[src/acl_pkg.sv]
package acl_pkg;

  // Field widths fixed by the item format
  localparam int SAMPLE_BITS = 12;
  localparam int DIST_W      = 16;
  localparam int MODE_W      = 2;
  localparam int STATUS_W    = 3;
  localparam int WIN_REG_W   = 7;

  // Default sizing
  localparam int DEF_MAX_POINTS = 10;
  localparam int DEF_MAX_WINDOW = 100;

  // Configuration port
  localparam int CFG_IDX_W  = 2;
  localparam int CFG_DATA_W = DIST_W;
  localparam logic [CFG_IDX_W-1:0] CFG_WINDOW = 2'd0;
  localparam logic [CFG_IDX_W-1:0] CFG_MIN    = 2'd1;
  localparam logic [CFG_IDX_W-1:0] CFG_MAX    = 2'd2;

  localparam logic [WIN_REG_W-1:0] WIN_RESET = 7'd10;
  localparam logic [DIST_W-1:0]    MIN_RESET = 16'd10;
  localparam logic [DIST_W-1:0]    MAX_RESET = 16'd1000;

  // Interpolation arithmetic
  localparam int DIFF_W  = DIST_W + 1;
  localparam int PROD_W  = 2 * DIFF_W;
  localparam int DIV_DVD_W = 32;
  localparam int DIV_DVS_W = 16;

  // Stream payload widths
  localparam int IN_FIELDS_W  = SAMPLE_BITS + DIST_W + SAMPLE_BITS;
  localparam int IN_TDATA_W   = ((IN_FIELDS_W + 7) / 8) * 8;

  typedef enum logic [MODE_W-1:0] {
    MODE_SAMPLE  = 2'd0,
    MODE_INSERT  = 2'd1,
    MODE_CLEAR   = 2'd2,
    MODE_REVERSE = 2'd3
  } mode_t;

  typedef enum logic [STATUS_W-1:0] {
    ST_OK       = 3'd0,
    ST_NO_VALID = 3'd1,
    ST_RANGE    = 3'd2,
    ST_FULL     = 3'd3,
    ST_FEW      = 3'd4
  } status_t;

  typedef enum logic [1:0] {
    RK_CODE,
    RK_AVG,
    RK_DIST,
    RK_LEVEL
  } res_kind_t;

  typedef struct packed {
    logic [DIST_W-1:0]      dist_mm;
    logic [SAMPLE_BITS-1:0] level;
  } point_t;

  // Packed lowest field last: dist_mm ends up in the low bits
  typedef struct packed {
    logic [DIST_W-1:0]      exp_level;
    logic [SAMPLE_BITS-1:0] avg;
    logic [DIST_W-1:0]      raw;
    logic [DIST_W-1:0]      dist_mm;
  } result_t;

  localparam int OUT_FIELDS_W = $bits(result_t);
  localparam int OUT_TDATA_W  = ((OUT_FIELDS_W + 7) / 8) * 8;

  typedef enum logic [3:0] {
    S_IDLE,
    S_AVG,
    S_AVG_WAIT,
    S_AVG_END,
    S_WALK_ADDR,
    S_WALK_CHK,
    S_MUL,
    S_DIV,
    S_DIV_WAIT,
    S_RES,
    S_INS_ADDR,
    S_INS_CHK,
    S_FIN
  } state_t;

  typedef struct packed {
    logic      accept;
    logic      prev_load;
    logic      seg_load;
    logic      k_inc;
    logic      k_dec;
    logic      ival_zero;
    logic      div_start;
    logic      div_interp;
    logic      raddr_prev;
    logic      ram_we;
    logic      wr_new;
    logic      ins_commit;
    logic      res_load;
    res_kind_t res_kind;
    status_t   res_code;
    logic      out_load;
  } dp_cmd_t;

  typedef struct packed {
    mode_t in_mode;
    mode_t mode;
    logic  win_end;
    logic  none_valid;
    logic  full;
    logic  few;
    logic  k_zero;
    logic  k_last;
    logic  hit;
    logic  flat;
    logic  ins_move;
    logic  div_done;
  } dp_status_t;

endpackage

[src/adc_average_curve_linearizer.sv]
// ADC averaging and calibration-curve linearizer. Mode 0 transactions carry raw
// ADC samples; after the configured window the block emits the floored average
// of the nonzero samples and converts it to a distance by interpolating over a
// stored calibration curve (walked point by point out of a small RAM), zeroing
// and flagging distances outside [min, max]. Other modes insert a calibration
// point in distance order, clear the curve, or map a distance back to an
// expected ADC level. The block works on one transaction at a time: in_tready is
// high only while idle, and a finished result still sitting in the output
// register keeps the block in its final state, with in_tready low, until out_tready
// takes it. A window end runs the shared restoring divider (one quotient bit per
// cycle) for the average before the curve walk, and an interpolated result runs
// it again; a curve lookup walks the curve point by point and an insert shifts
// points up one at a time. No clearing pass after reset; curve entries are read
// only below the point count.
module adc_average_curve_linearizer #(
  parameter int MAX_POINTS = acl_pkg::DEF_MAX_POINTS,  // curve depth, 2..32
  parameter int MAX_WINDOW = acl_pkg::DEF_MAX_WINDOW   // window clamp, 1..255
) (
  input  logic                            clk,
  input  logic                            rst_n,
  // configuration: 0 window_samples, 1 min_valid_distance, 2 max_valid_distance
  input  logic                            cfg_we,
  input  logic [acl_pkg::CFG_IDX_W-1:0]   cfg_index,
  input  logic [acl_pkg::CFG_DATA_W-1:0]  cfg_wdata,
  // input stream
  input  logic                            in_tvalid,
  output logic                            in_tready,
  input  logic [acl_pkg::IN_TDATA_W-1:0]  in_tdata,   // sample, point_distance, point_level
  input  logic [acl_pkg::MODE_W-1:0]      in_tuser,   // mode
  // result stream
  output logic                            out_tvalid,
  input  logic                            out_tready,
  output logic [acl_pkg::OUT_TDATA_W-1:0] out_tdata,  // distance_mm, raw_distance_mm,
                                                      // average_level, expected_level, pad
  output logic [acl_pkg::STATUS_W-1:0]    out_tuser   // status
);

  // controller <-> datapath
  acl_pkg::dp_cmd_t    cmd;
  acl_pkg::dp_status_t sts;

  // sequencer: accepts a transaction, steps window end, curve walk,
  // interpolation and point insertion, then hands off to the output register
  acl_ctrl u_ctrl (
    .clk        (clk),
    .rst_n      (rst_n),
    .in_tvalid  (in_tvalid),
    .in_tready  (in_tready),
    .out_tvalid (out_tvalid),
    .out_tready (out_tready),
    .sts        (sts),
    .cmd        (cmd)
  );

  // window accumulators, curve RAM, multiplier, divider, result registers
  acl_datapath #(
    .MAX_POINTS (MAX_POINTS),
    .MAX_WINDOW (MAX_WINDOW)
  ) u_dp (
    .clk       (clk),
    .rst_n     (rst_n),
    .cfg_we    (cfg_we),
    .cfg_index (cfg_index),
    .cfg_wdata (cfg_wdata),
    .in_tdata  (in_tdata),
    .in_tuser  (in_tuser),
    .out_tdata (out_tdata),
    .out_tuser (out_tuser),
    .cmd       (cmd),
    .sts       (sts)
  );

endmodule

[src/acl_ram.sv]
module acl_ram #(
  parameter int WIDTH = 8,
  parameter int DEPTH = 16,
  localparam int ADDR_W = (DEPTH > 1) ? $clog2(DEPTH) : 1
) (
  input  logic              clk,
  input  logic              we,
  input  logic [ADDR_W-1:0] waddr,
  input  logic [WIDTH-1:0]  wdata,
  input  logic [ADDR_W-1:0] raddr,
  output logic [WIDTH-1:0]  rdata
);

  logic [WIDTH-1:0] mem [DEPTH];
  logic [WIDTH-1:0] rdata_r;

  always_ff @(posedge clk) begin
    if (we) begin
      mem[waddr] <= wdata;
    end
    rdata_r <= mem[raddr];
  end

  assign rdata = rdata_r;

endmodule

[src/acl_div.sv]
module acl_div #(
  parameter int DVD_W = acl_pkg::DIV_DVD_W,
  parameter int DVS_W = acl_pkg::DIV_DVS_W
) (
  input  logic             clk,
  input  logic             rst_n,
  input  logic             start,
  input  logic [DVD_W-1:0] dividend,
  input  logic [DVS_W-1:0] divisor,
  output logic [DVD_W-1:0] quotient,
  output logic             done
);

  localparam int CNT_W = $clog2(DVD_W + 1);

  logic [DVD_W-1:0] quo_r;
  logic [DVS_W-1:0] rem_r;
  logic [DVS_W-1:0] dvs_r;
  logic [CNT_W-1:0] cnt_r;
  logic             busy_r;
  logic             done_r;

  logic [DVS_W:0]   rem_sh;
  logic [DVS_W+1:0] diff;

  // restoring division, one quotient bit per cycle
  assign rem_sh = {rem_r, quo_r[DVD_W-1]};
  assign diff   = {1'b0, rem_sh} - {2'b00, dvs_r};

  always_ff @(posedge clk) begin
    if (!rst_n) begin
      busy_r <= 1'b0;
      done_r <= 1'b0;
      cnt_r  <= '0;
    end else begin
      done_r <= busy_r && (cnt_r == CNT_W'(1));
      if (start) begin
        busy_r <= 1'b1;
        cnt_r  <= CNT_W'(DVD_W);
      end else if (busy_r) begin
        cnt_r <= cnt_r - CNT_W'(1);
        if (cnt_r == CNT_W'(1)) begin
          busy_r <= 1'b0;
        end
      end
    end
  end

  always_ff @(posedge clk) begin
    if (start) begin
      quo_r <= dividend;
      rem_r <= '0;
      dvs_r <= divisor;
    end else if (busy_r) begin
      if (!diff[DVS_W+1]) begin
        rem_r <= diff[DVS_W-1:0];
        quo_r <= {quo_r[DVD_W-2:0], 1'b1};
      end else begin
        rem_r <= rem_sh[DVS_W-1:0];
        quo_r <= {quo_r[DVD_W-2:0], 1'b0};
      end
    end
  end

  assign quotient = quo_r;
  assign done     = done_r;

endmodule

[src/acl_datapath.sv]
module acl_datapath #(
  parameter int MAX_POINTS = acl_pkg::DEF_MAX_POINTS,
  parameter int MAX_WINDOW = acl_pkg::DEF_MAX_WINDOW
) (
  input  logic                           clk,
  input  logic                           rst_n,
  input  logic                           cfg_we,
  input  logic [acl_pkg::CFG_IDX_W-1:0]  cfg_index,
  input  logic [acl_pkg::CFG_DATA_W-1:0] cfg_wdata,
  input  logic [acl_pkg::IN_TDATA_W-1:0] in_tdata,
  input  logic [acl_pkg::MODE_W-1:0]     in_tuser,
  output logic [acl_pkg::OUT_TDATA_W-1:0] out_tdata,
  output logic [acl_pkg::STATUS_W-1:0]   out_tuser,
  input  acl_pkg::dp_cmd_t               cmd,
  output acl_pkg::dp_status_t            sts
);

  localparam int SB     = acl_pkg::SAMPLE_BITS;
  localparam int DW     = acl_pkg::DIST_W;
  localparam int IDX_W  = $clog2(MAX_POINTS);
  localparam int CNT_W  = $clog2(MAX_POINTS + 1);
  localparam int WCNT_W = $clog2(MAX_WINDOW + 1);
  localparam int SUM_W  = SB + WCNT_W;
  localparam int WIN_CMP_W = (WCNT_W > acl_pkg::WIN_REG_W) ? WCNT_W : acl_pkg::WIN_REG_W;
  localparam int PT_W   = $bits(acl_pkg::point_t);
  localparam int PAD_W  = acl_pkg::OUT_TDATA_W - acl_pkg::OUT_FIELDS_W;

  // input fields
  logic [SB-1:0]   smp;
  logic [DW-1:0]   pd_in;
  logic [SB-1:0]   pl_in;
  acl_pkg::mode_t  in_mode;

  assign smp     = in_tdata[SB-1:0];
  assign pd_in   = in_tdata[SB +: DW];
  assign pl_in   = in_tdata[SB+DW +: SB];
  assign in_mode = acl_pkg::mode_t'(in_tuser);

  // configuration
  logic [acl_pkg::WIN_REG_W-1:0] win_cfg_r;
  logic [DW-1:0]                 min_r;
  logic [DW-1:0]                 max_r;

  always_ff @(posedge clk) begin
    if (!rst_n) begin
      win_cfg_r <= acl_pkg::WIN_RESET;
      min_r     <= acl_pkg::MIN_RESET;
      max_r     <= acl_pkg::MAX_RESET;
    end else if (cfg_we) begin
      unique case (cfg_index)
        acl_pkg::CFG_WINDOW: win_cfg_r <= cfg_wdata[acl_pkg::WIN_REG_W-1:0];
        acl_pkg::CFG_MIN:    min_r     <= cfg_wdata;
        acl_pkg::CFG_MAX:    max_r     <= cfg_wdata;
        default: ;
      endcase
    end
  end

  // sample window
  logic [WCNT_W-1:0]    wcnt_r;
  logic [WCNT_W-1:0]    vcnt_r;
  logic [SUM_W-1:0]     sum_r;
  logic [WCNT_W-1:0]    vcnt_nxt;
  logic [SUM_W-1:0]     sum_nxt;
  logic [WIN_CMP_W-1:0] win_ext;
  logic [WIN_CMP_W-1:0] win_cl;
  logic [WIN_CMP_W-1:0] wcnt_inc;
  logic                 smp_ok;
  logic                 win_end;

  assign win_ext  = WIN_CMP_W'(win_cfg_r);
  assign win_cl   = (win_ext == '0) ? WIN_CMP_W'(1) :
                    (win_ext > WIN_CMP_W'(MAX_WINDOW)) ? WIN_CMP_W'(MAX_WINDOW) : win_ext;
  assign wcnt_inc = WIN_CMP_W'(wcnt_r) + WIN_CMP_W'(1);
  assign win_end  = wcnt_inc >= win_cl;
  assign smp_ok   = smp != '0;
  assign vcnt_nxt = vcnt_r + WCNT_W'(smp_ok);
  assign sum_nxt  = sum_r + (smp_ok ? SUM_W'(smp) : SUM_W'(0));

  always_ff @(posedge clk) begin
    if (!rst_n) begin
      wcnt_r <= '0;
      vcnt_r <= '0;
      sum_r  <= '0;
    end else if (cmd.accept && (in_mode == acl_pkg::MODE_SAMPLE)) begin
      wcnt_r <= win_end ? '0 : wcnt_inc[WCNT_W-1:0];
      vcnt_r <= vcnt_nxt;
      sum_r  <= sum_nxt;
    end else if (cmd.div_start && !cmd.div_interp) begin
      vcnt_r <= '0;
      sum_r  <= '0;
    end
  end

  // item registers
  acl_pkg::mode_t mode_r;
  logic [DW-1:0]  pd_r;
  logic [SB-1:0]  pl_r;

  always_ff @(posedge clk) begin
    if (cmd.accept) begin
      mode_r <= in_mode;
      pd_r   <= pd_in;
      pl_r   <= pl_in;
    end
  end

  // curve bookkeeping
  logic [CNT_W-1:0] cnt_r;
  logic [IDX_W-1:0] k_r;

  always_ff @(posedge clk) begin
    if (!rst_n) begin
      cnt_r <= '0;
    end else if (cmd.accept && (in_mode == acl_pkg::MODE_CLEAR)) begin
      cnt_r <= '0;
    end else if (cmd.ins_commit) begin
      cnt_r <= cnt_r + CNT_W'(1);
    end
  end

  always_ff @(posedge clk) begin
    if (!rst_n) begin
      k_r <= '0;
    end else if (cmd.accept) begin
      k_r <= (in_mode == acl_pkg::MODE_INSERT) ? cnt_r[IDX_W-1:0] : '0;
    end else if (cmd.k_inc) begin
      k_r <= k_r + IDX_W'(1);
    end else if (cmd.k_dec) begin
      k_r <= k_r - IDX_W'(1);
    end
  end

  // curve memory
  logic [IDX_W-1:0] raddr;
  logic [PT_W-1:0]  ram_rdata;
  logic [PT_W-1:0]  ram_wdata;
  acl_pkg::point_t  cur;
  acl_pkg::point_t  new_pt;
  acl_pkg::point_t  prev_r;

  assign raddr = !cmd.raddr_prev ? k_r : ((k_r == '0) ? '0 : k_r - IDX_W'(1));
  assign new_pt.dist_mm = pd_r;
  assign new_pt.level   = pl_r;
  assign ram_wdata      = cmd.wr_new ? new_pt : ram_rdata;
  assign cur            = acl_pkg::point_t'(ram_rdata);

  acl_ram #(
    .WIDTH (PT_W),
    .DEPTH (MAX_POINTS)
  ) u_curve (
    .clk   (clk),
    .we    (cmd.ram_we),
    .waddr (k_r),
    .wdata (ram_wdata),
    .raddr (raddr),
    .rdata (ram_rdata)
  );

  always_ff @(posedge clk) begin
    if (cmd.prev_load) begin
      prev_r <= cur;
    end
  end

  // segment select: forward walks levels, reverse walks distances
  logic            fwd;
  logic [DW-1:0]   sx, sx1, sx2, sy1, sy2;
  logic [SB-1:0]   avg_r;
  logic            hit;

  assign fwd = mode_r == acl_pkg::MODE_SAMPLE;
  assign sx  = fwd ? DW'(avg_r)        : pd_r;
  assign sx1 = fwd ? DW'(prev_r.level) : prev_r.dist_mm;
  assign sx2 = fwd ? DW'(cur.level)    : cur.dist_mm;
  assign sy1 = fwd ? prev_r.dist_mm    : DW'(prev_r.level);
  assign sy2 = fwd ? cur.dist_mm       : DW'(cur.level);
  assign hit = fwd ? ((sx <= sx1) && (sx >= sx2)) : ((sx >= sx1) && (sx <= sx2));

  // interpolation
  logic signed [acl_pkg::DIFF_W-1:0] dy_r, dx_r, den_r;
  logic signed [acl_pkg::PROD_W-1:0] prod_r;
  logic [DW-1:0]                     y1_r;
  logic [acl_pkg::PROD_W-1:0]        abs_prod;
  logic [acl_pkg::DIFF_W-1:0]        abs_den;
  logic                              neg_r;
  logic                              sel_interp_r;
  logic [acl_pkg::DIV_DVD_W-1:0]     div_dvd;
  logic [acl_pkg::DIV_DVS_W-1:0]     div_dvs;
  logic [acl_pkg::DIV_DVD_W-1:0]     div_quo;
  logic                              div_done;
  logic [DW-1:0]                     q16;
  logic [DW-1:0]                     sq;
  logic [DW-1:0]                     ival_r;

  always_ff @(posedge clk) begin
    if (cmd.seg_load) begin
      y1_r  <= sy1;
      dy_r  <= $signed({1'b0, sy2}) - $signed({1'b0, sy1});
      dx_r  <= $signed({1'b0, sx})  - $signed({1'b0, sx1});
      den_r <= $signed({1'b0, sx2}) - $signed({1'b0, sx1});
    end
    prod_r <= dy_r * dx_r;
  end

  assign abs_prod = prod_r[acl_pkg::PROD_W-1] ? acl_pkg::PROD_W'(-prod_r)
                                               : acl_pkg::PROD_W'(prod_r);
  assign abs_den  = den_r[acl_pkg::DIFF_W-1] ? acl_pkg::DIFF_W'(-den_r)
                                              : acl_pkg::DIFF_W'(den_r);
  assign div_dvd  = cmd.div_interp ? abs_prod[acl_pkg::DIV_DVD_W-1:0]
                                   : acl_pkg::DIV_DVD_W'(sum_r);
  assign div_dvs  = cmd.div_interp ? abs_den[acl_pkg::DIV_DVS_W-1:0]
                                   : acl_pkg::DIV_DVS_W'(vcnt_r);

  always_ff @(posedge clk) begin
    if (cmd.div_start) begin
      sel_interp_r <= cmd.div_interp;
      neg_r        <= prod_r[acl_pkg::PROD_W-1] ^ den_r[acl_pkg::DIFF_W-1];
    end
  end

  acl_div #(
    .DVD_W (acl_pkg::DIV_DVD_W),
    .DVS_W (acl_pkg::DIV_DVS_W)
  ) u_div (
    .clk      (clk),
    .rst_n    (rst_n),
    .start    (cmd.div_start),
    .dividend (div_dvd),
    .divisor  (div_dvs),
    .quotient (div_quo),
    .done     (div_done)
  );

  assign q16 = div_quo[DW-1:0];
  assign sq  = neg_r ? (DW'(0) - q16) : q16;

  always_ff @(posedge clk) begin
    if (cmd.seg_load) begin
      ival_r <= sy1;
    end else if (cmd.ival_zero) begin
      ival_r <= '0;
    end else if (div_done && sel_interp_r) begin
      ival_r <= y1_r + sq;
    end
  end

  always_ff @(posedge clk) begin
    if (div_done && !sel_interp_r) begin
      avg_r <= div_quo[SB-1:0];
    end
  end

  // result staging and output register
  acl_pkg::result_t res_r;
  acl_pkg::status_t res_st_r;
  acl_pkg::result_t out_res_r;
  acl_pkg::status_t out_st_r;
  logic             oor;

  assign oor = (ival_r < min_r) || (ival_r > max_r);

  always_ff @(posedge clk) begin
    if (cmd.res_load) begin
      res_r    <= '0;
      res_st_r <= acl_pkg::ST_OK;
      case (cmd.res_kind)
        acl_pkg::RK_CODE: begin
          res_st_r <= cmd.res_code;
        end
        acl_pkg::RK_AVG: begin
          res_r.avg <= avg_r;
          res_st_r  <= acl_pkg::ST_FEW;
        end
        acl_pkg::RK_DIST: begin
          res_r.avg     <= avg_r;
          res_r.raw     <= ival_r;
          res_r.dist_mm <= oor ? '0 : ival_r;
          res_st_r      <= oor ? acl_pkg::ST_RANGE : acl_pkg::ST_OK;
        end
        default: begin
          res_r.exp_level <= ival_r;
        end
      endcase
    end
    if (cmd.out_load) begin
      out_res_r <= res_r;
      out_st_r  <= res_st_r;
    end
  end

  assign out_tdata = {{PAD_W{1'b0}}, out_res_r};
  assign out_tuser = out_st_r;

  // status to controller
  assign sts.in_mode    = in_mode;
  assign sts.mode       = mode_r;
  assign sts.win_end    = win_end;
  assign sts.none_valid = vcnt_nxt == '0;
  assign sts.full       = cnt_r >= CNT_W'(MAX_POINTS);
  assign sts.few        = cnt_r < CNT_W'(2);
  assign sts.k_zero     = k_r == '0;
  assign sts.k_last     = (CNT_W'(k_r) + CNT_W'(1)) == cnt_r;
  assign sts.hit        = hit;
  assign sts.flat       = sx1 == sx2;
  assign sts.ins_move   = (k_r != '0) && (cur.dist_mm > pd_r);
  assign sts.div_done   = div_done;

endmodule

[src/acl_ctrl.sv]
module acl_ctrl (
  input  logic                clk,
  input  logic                rst_n,
  input  logic                in_tvalid,
  output logic                in_tready,
  output logic                out_tvalid,
  input  logic                out_tready,
  input  acl_pkg::dp_status_t sts,
  output acl_pkg::dp_cmd_t    cmd
);

  acl_pkg::state_t state_r, state_nxt;
  logic            out_valid_r, out_valid_nxt;

  always_ff @(posedge clk) begin
    if (!rst_n) begin
      state_r     <= acl_pkg::S_IDLE;
      out_valid_r <= 1'b0;
    end else begin
      state_r     <= state_nxt;
      out_valid_r <= out_valid_nxt;
    end
  end

  assign out_valid_nxt = cmd.out_load ? 1'b1 : (out_tready ? 1'b0 : out_valid_r);
  assign out_tvalid    = out_valid_r;
  assign in_tready     = state_r == acl_pkg::S_IDLE;

  // next state
  always_comb begin
    state_nxt = state_r;
    unique case (state_r)
      acl_pkg::S_IDLE: begin
        if (in_tvalid) begin
          case (sts.in_mode)
            acl_pkg::MODE_SAMPLE: begin
              if (sts.win_end) begin
                state_nxt = sts.none_valid ? acl_pkg::S_FIN : acl_pkg::S_AVG;
              end
            end
            acl_pkg::MODE_INSERT: begin
              state_nxt = sts.full ? acl_pkg::S_FIN : acl_pkg::S_INS_ADDR;
            end
            acl_pkg::MODE_CLEAR: begin
              state_nxt = acl_pkg::S_FIN;
            end
            default: begin
              state_nxt = sts.few ? acl_pkg::S_FIN : acl_pkg::S_WALK_ADDR;
            end
          endcase
        end
      end
      acl_pkg::S_AVG:      state_nxt = acl_pkg::S_AVG_WAIT;
      acl_pkg::S_AVG_WAIT: begin
        if (sts.div_done) begin
          state_nxt = acl_pkg::S_AVG_END;
        end
      end
      acl_pkg::S_AVG_END: begin
        state_nxt = sts.few ? acl_pkg::S_FIN : acl_pkg::S_WALK_ADDR;
      end
      acl_pkg::S_WALK_ADDR: state_nxt = acl_pkg::S_WALK_CHK;
      acl_pkg::S_WALK_CHK: begin
        if (sts.k_zero) begin
          state_nxt = acl_pkg::S_WALK_ADDR;
        end else if (sts.hit) begin
          state_nxt = sts.flat ? acl_pkg::S_RES : acl_pkg::S_MUL;
        end else if (sts.k_last) begin
          state_nxt = (sts.mode == acl_pkg::MODE_SAMPLE) ? acl_pkg::S_RES : acl_pkg::S_FIN;
        end else begin
          state_nxt = acl_pkg::S_WALK_ADDR;
        end
      end
      acl_pkg::S_MUL:      state_nxt = acl_pkg::S_DIV;
      acl_pkg::S_DIV:      state_nxt = acl_pkg::S_DIV_WAIT;
      acl_pkg::S_DIV_WAIT: begin
        if (sts.div_done) begin
          state_nxt = acl_pkg::S_RES;
        end
      end
      acl_pkg::S_RES:      state_nxt = acl_pkg::S_FIN;
      acl_pkg::S_INS_ADDR: state_nxt = acl_pkg::S_INS_CHK;
      acl_pkg::S_INS_CHK: begin
        state_nxt = sts.ins_move ? acl_pkg::S_INS_ADDR : acl_pkg::S_FIN;
      end
      acl_pkg::S_FIN: begin
        if (!out_valid_r || out_tready) begin
          state_nxt = acl_pkg::S_IDLE;
        end
      end
      default: state_nxt = acl_pkg::S_IDLE;
    endcase
  end

  // commands
  always_comb begin
    cmd          = '0;
    cmd.res_kind = acl_pkg::RK_CODE;
    cmd.res_code = acl_pkg::ST_OK;
    unique case (state_r)
      acl_pkg::S_IDLE: begin
        if (in_tvalid) begin
          cmd.accept = 1'b1;
          case (sts.in_mode)
            acl_pkg::MODE_SAMPLE: begin
              if (sts.win_end && sts.none_valid) begin
                cmd.res_load = 1'b1;
                cmd.res_code = acl_pkg::ST_NO_VALID;
              end
            end
            acl_pkg::MODE_INSERT: begin
              if (sts.full) begin
                cmd.res_load = 1'b1;
                cmd.res_code = acl_pkg::ST_FULL;
              end
            end
            acl_pkg::MODE_CLEAR: begin
              cmd.res_load = 1'b1;
            end
            default: begin
              if (sts.few) begin
                cmd.res_load = 1'b1;
                cmd.res_code = acl_pkg::ST_FEW;
              end
            end
          endcase
        end
      end
      acl_pkg::S_AVG: begin
        cmd.div_start = 1'b1;
      end
      acl_pkg::S_AVG_END: begin
        if (sts.few) begin
          cmd.res_load = 1'b1;
          cmd.res_kind = acl_pkg::RK_AVG;
        end
      end
      acl_pkg::S_WALK_CHK: begin
        if (sts.k_zero) begin
          cmd.prev_load = 1'b1;
          cmd.k_inc     = 1'b1;
        end else if (sts.hit) begin
          cmd.seg_load = 1'b1;
        end else begin
          cmd.prev_load = 1'b1;
          cmd.k_inc     = 1'b1;
          if (sts.k_last) begin
            if (sts.mode == acl_pkg::MODE_SAMPLE) begin
              cmd.ival_zero = 1'b1;
            end else begin
              cmd.res_load = 1'b1;
              cmd.res_code = acl_pkg::ST_RANGE;
            end
          end
        end
      end
      acl_pkg::S_DIV: begin
        cmd.div_start  = 1'b1;
        cmd.div_interp = 1'b1;
      end
      acl_pkg::S_RES: begin
        cmd.res_load = 1'b1;
        cmd.res_kind = (sts.mode == acl_pkg::MODE_SAMPLE) ? acl_pkg::RK_DIST
                                                          : acl_pkg::RK_LEVEL;
      end
      acl_pkg::S_INS_ADDR: begin
        cmd.raddr_prev = 1'b1;
      end
      acl_pkg::S_INS_CHK: begin
        cmd.ram_we = 1'b1;
        if (sts.ins_move) begin
          cmd.k_dec = 1'b1;
        end else begin
          cmd.wr_new     = 1'b1;
          cmd.ins_commit = 1'b1;
          cmd.res_load   = 1'b1;
        end
      end
      acl_pkg::S_FIN: begin
        cmd.out_load = !out_valid_r || out_tready;
      end
      default: ;
    endcase
  end

endmodule
[config.mk]
export PLATFORM = sky130hd
export DESIGN_NAME = adc_average_curve_linearizer
export DESIGN_NICKNAME = d
export VERILOG_FILES = /design/src/acl_pkg.sv /design/src/adc_average_curve_linearizer.sv /design/src/acl_ram.sv /design/src/acl_div.sv /design/src/acl_datapath.sv /design/src/acl_ctrl.sv
export SDC_FILE = /design/constraint.sdc
export NUM_CORES = 2
export LEC_CHECK = 0
export BUFFER_PORTS_ARGS = -buffer_cell sky130_fd_sc_hd__buf_4
export CAP_MARGIN = 20
export CORE_ASPECT_RATIO = 1.4
export CORE_MARGIN = 2
export CORE_UTILIZATION = 50
export CTS_CLUSTER_DIAMETER = 100
export DETAILED_ROUTE_END_ITERATION = 12
export GPL_ROUTABILITY_DRIVEN = 0
export PLACE_DENSITY = 0.67
export SLEW_MARGIN = 0
export SYNTH_ARGS = -nofsm -noshare
export SYNTH_HDL_FRONTEND = slang
export SYNTH_SLANG_ARGS = --single-unit
[constraint.sdc]
create_clock -name clk -period 12.4 [get_ports clk]
set_clock_uncertainty 0.2 [all_clocks]
set_input_delay 0.62 -clock clk [delete_from_list [all_inputs] [get_ports clk]]
set_output_delay 0.62 -clock clk [all_outputs]
set_load 0.05 [all_outputs]
==> run summary <==
Clk sinks -> 779
# DRC -> 0
Dpl ws -> 5.43 ns
Ant diodes -> 0
Post-Syn Area -> 47500 um2
Placed cell area -> 49700 um2
Row count -> 133
Critical Path RT -> 12.71 ns
Setup ws final -> 5.39 ns
Post-synthesis sequential area ratio -> 45.7%
Total CTS buffers -> 80
Netlist cell types -> 97
Most used cell, CP -> fa_1
Top Family by Delay on Critical Path -> adder cells
Total gr overflow -> 0
Min Tclk post-route -> 7.01 ns
Resize count post-CTS -> 0
CP peak stage delay -> 0.66 ns
# setup viols final -> 0
Main area contributors after synthesis -> edfxtp_1 (38%), fa_1 (13%), dfxtp_1 (7.2%)
Hold Path Stages -> 3
Number of I/O port buffers -> 129
Max Slew Vio Count -> 0
Layout Utilization -> 56.1%
Final #Nets -> 5181
Yosys top cell area share -> 38.5%
Top achievable clock speed -> 143 MHz
Unrepaired setup endpoints after global routing -> false
Largest net degree at the start of global routing -> 85
Die Ht -> 369 um
Vias per inst -> 5.60
FFs w/ async S/R, synth -> 0%
Post-detail-place hpwl -> 84600 um
Maximum buffer depth of the clock tree -> 3
Gr usage total -> 24.8%
First-pass GRT wire length -> 187000 um
Commonest non-fill, non-tap cell in the layout -> nand2_1
Worst skew pair latency -> 0.65 ns
WP data arrival -> 7.32 ns
Syn Area/Cell -> 10.7 um2
Antenna violations before repair -> 0
Placed instance count -> 5644
Hold buffers post-CTS -> 32
Critical Path Stages -> 22
ANT nets after route -> 0
Most frequent cells in the layout -> nand2_1 (688), edfxtp_1 (609), inv_1 (490), fa_1 (302), ha_1 (268)
Setup crit start kind -> flop
Area grow syn2layout -> 11.1%
Design Area, Final -> 52800 um2
VDD IR max -> 0.129 mV
Run status -> finished clean
Hold slack -> 0.0257 ns
EDFF count, synth -> 609
Post-CTS Setup Bufs -> 0
Core ar. -> 94000 um2
CP Max Fanout -> 17
Main synth FF type -> edfxtp_1
First-pass detailed-route iteration total -> 7
Layout cells sized above 1 -> 8.07%
Worst-Margin Slew -> 1.06 ns
Setup Crit Path Kind -> flop to flop
CTS tree -> built
Final non-filler cell total -> 5825
Top cell type by total area after synthesis -> edfxtp_1
Post-synthesis register bit count -> 779
Tot Pwr -> 7.97 mW
Max-cap viol count -> 0
Starting density of the core -> 50.5%
# H-tree levels -> 3
Critical-path top delay cell -> edfxtp_1
Final TNS setup -> 0 ns
Clock Tree Root -> clkbuf_16
IO Pins -> 134
CTS clk-pin slew, worst paths -> 0.06 ns
First DRT Iteration DRCs -> 2236
Final hold vios -> 0
Syn Inst Count -> 4445
Leakage power -> 21.7 nW
Die Area -> 97500 um2
Drt wl/cell -> 20.5 um
Final WL -> 119000 um
Vias after detailed routing -> 32600
Die W -> 265 um
Final period utilization -> 56.5%
Slew HR -> 28.8%
Critical-path cell list -> nand2_1, inv_1, fa_1, inv_1, fa_1, inv_1, fa_1, fa_1, fa_1, inv_1, fa_1, inv_1, ha_1, nand2_1, or4_1, o22ai_1, a211oi_2, a22oi_1, nand4_1, nand4b_1, a21oi_1, xnor2_1
Yosys warnings -> 0
Crit path buffers/inverters -> 5
Pwr/cell area -> 151 nW/um2
Critical path endpoint category -> flop
FILL cells -> 7985
Vias in the first global route -> 33200
HP Class -> input pin to flop
Worst-case reg-to-reg path depth -> 22
==> worst reg2reg max path, delay by kind of cell (launching register included) <==
kind | cells | cell delay (ns)
adder cells (fa/ha/maj) | 7 | 3.55
AND/OR/NAND/NOR | 5 | 1.13
AO/OA/AOI/OAI | 4 | 0.77
flip-flops | 1 | 0.66
buffers and inverters | 5 | 0.44
XOR/XNOR | 1 | 0.12
==> layer usage <==
layer	part of all wire, %	GRT usage (%)	wire (um)	up-vias
met5	0	0	0	-
met4	4.9	11.4	5790	0
met3	4.3	2.68	5180	263
met2	52	44.6	62200	842
met1	39	29.8	46000	16200
li1	-	-	-	15300
==> synthesized netlist by cell type (41+ instances only) <==
cell / count
nor3_1: 52
ha_1: 268
nor2b_1: 49
a21oi_1: 181
and2_1: 236
a211oi_1: 41
dfxtp_1: 170
edfxtp_1: 609
mux2i_1: 43
o21ai_0: 126
nand2_1: 689
a21o_1: 53
inv_1: 491
a31oi_1: 42
xnor2_1: 106
nand3_1: 121
xor2_1: 73
fa_1: 302
and3_1: 41
nor2_1: 167
clkbuf_1: 149
==> power by group <==
part	switching [mW]	internal (mW)	leakage [nW]
clock network	1.04	1.48	1.33
logic	1.30	0.784	13.4
registers	0.182	3.18	6.94
==> area by class of cell <==
| cell class | count | area, um2 | area share, % |
|---|---|---|---|
| multi-input combinational | 2993 | 23400 | 44.3 |
| tap | 1215 | 1520 | 2.88 |
| clock inverter | 51 | 654 | 1.24 |
| timing repair buffer | 199 | 1590 | 3.01 |
| clock buffer | 95 | 2110 | 4.00 |
| sequential | 779 | 21700 | 41.1 |
| inverter | 493 | 1850 | 3.51 |
==> sequential cells by signal (all words and copies together) (netlist names), 12 cells and up <==
signal,count
u_dp.prev_r,28
u_dp.pd_r,16
u_dp.out_tdata,60
u_dp.sum_r,19
u_dp.den_r,17
u_dp.u_curve.rdata,28
u_dp.pl_r,12
u_dp.u_div.dvs_r,16
u_dp.prod_r,33
u_dp.max_r,16
u_dp.res_r,60
u_dp.min_r,16
u_dp.avg_r,12
u_dp.u_curve.mem,280
u_dp.dy_r,17
u_dp.ival_r,16
u_dp.dx_r,17
u_dp.u_div.rem_r,16
u_dp.u_div.quotient,32
u_dp.y1_r,16
==> worst paths after layout <==
check | from | end | slack [ns]
setup / recovery | u_dp.dx_r[2]$_DFFE_PP_ | u_dp.prod_r[33]$_DFF_P_ | 5.39
hold reg to reg | u_dp.res_r[44]$_SDFFCE_PP0P_ | u_dp.out_tdata[44]$_DFFE_PP_ | 0.21
hold / removal | cfg_wdata[9] | u_dp.max_r[9]$_SDFFE_PN1P_ | 0.03
setup reg to reg | u_dp.dx_r[2]$_DFFE_PP_ | u_dp.prod_r[33]$_DFF_P_ | 5.39
==> cells by family (layout without fill, tap and decap cells) <==
logic type,after synthesis,in the layout,share of synthesized area (%)
AO/OA/AOI/OAI,681,681,9.31
XOR/XNOR,179,179,3.30
adder cells (fa/ha/maj),570,570,19.8
buffers and inverters,676,838,5.44
flip-flops,779,779,45.7
multiplexers,73,73,1.62
other,1,4,0.00789
AND/OR/NAND/NOR,1486,1486,14.9
(Power assumes the default switching activity.)
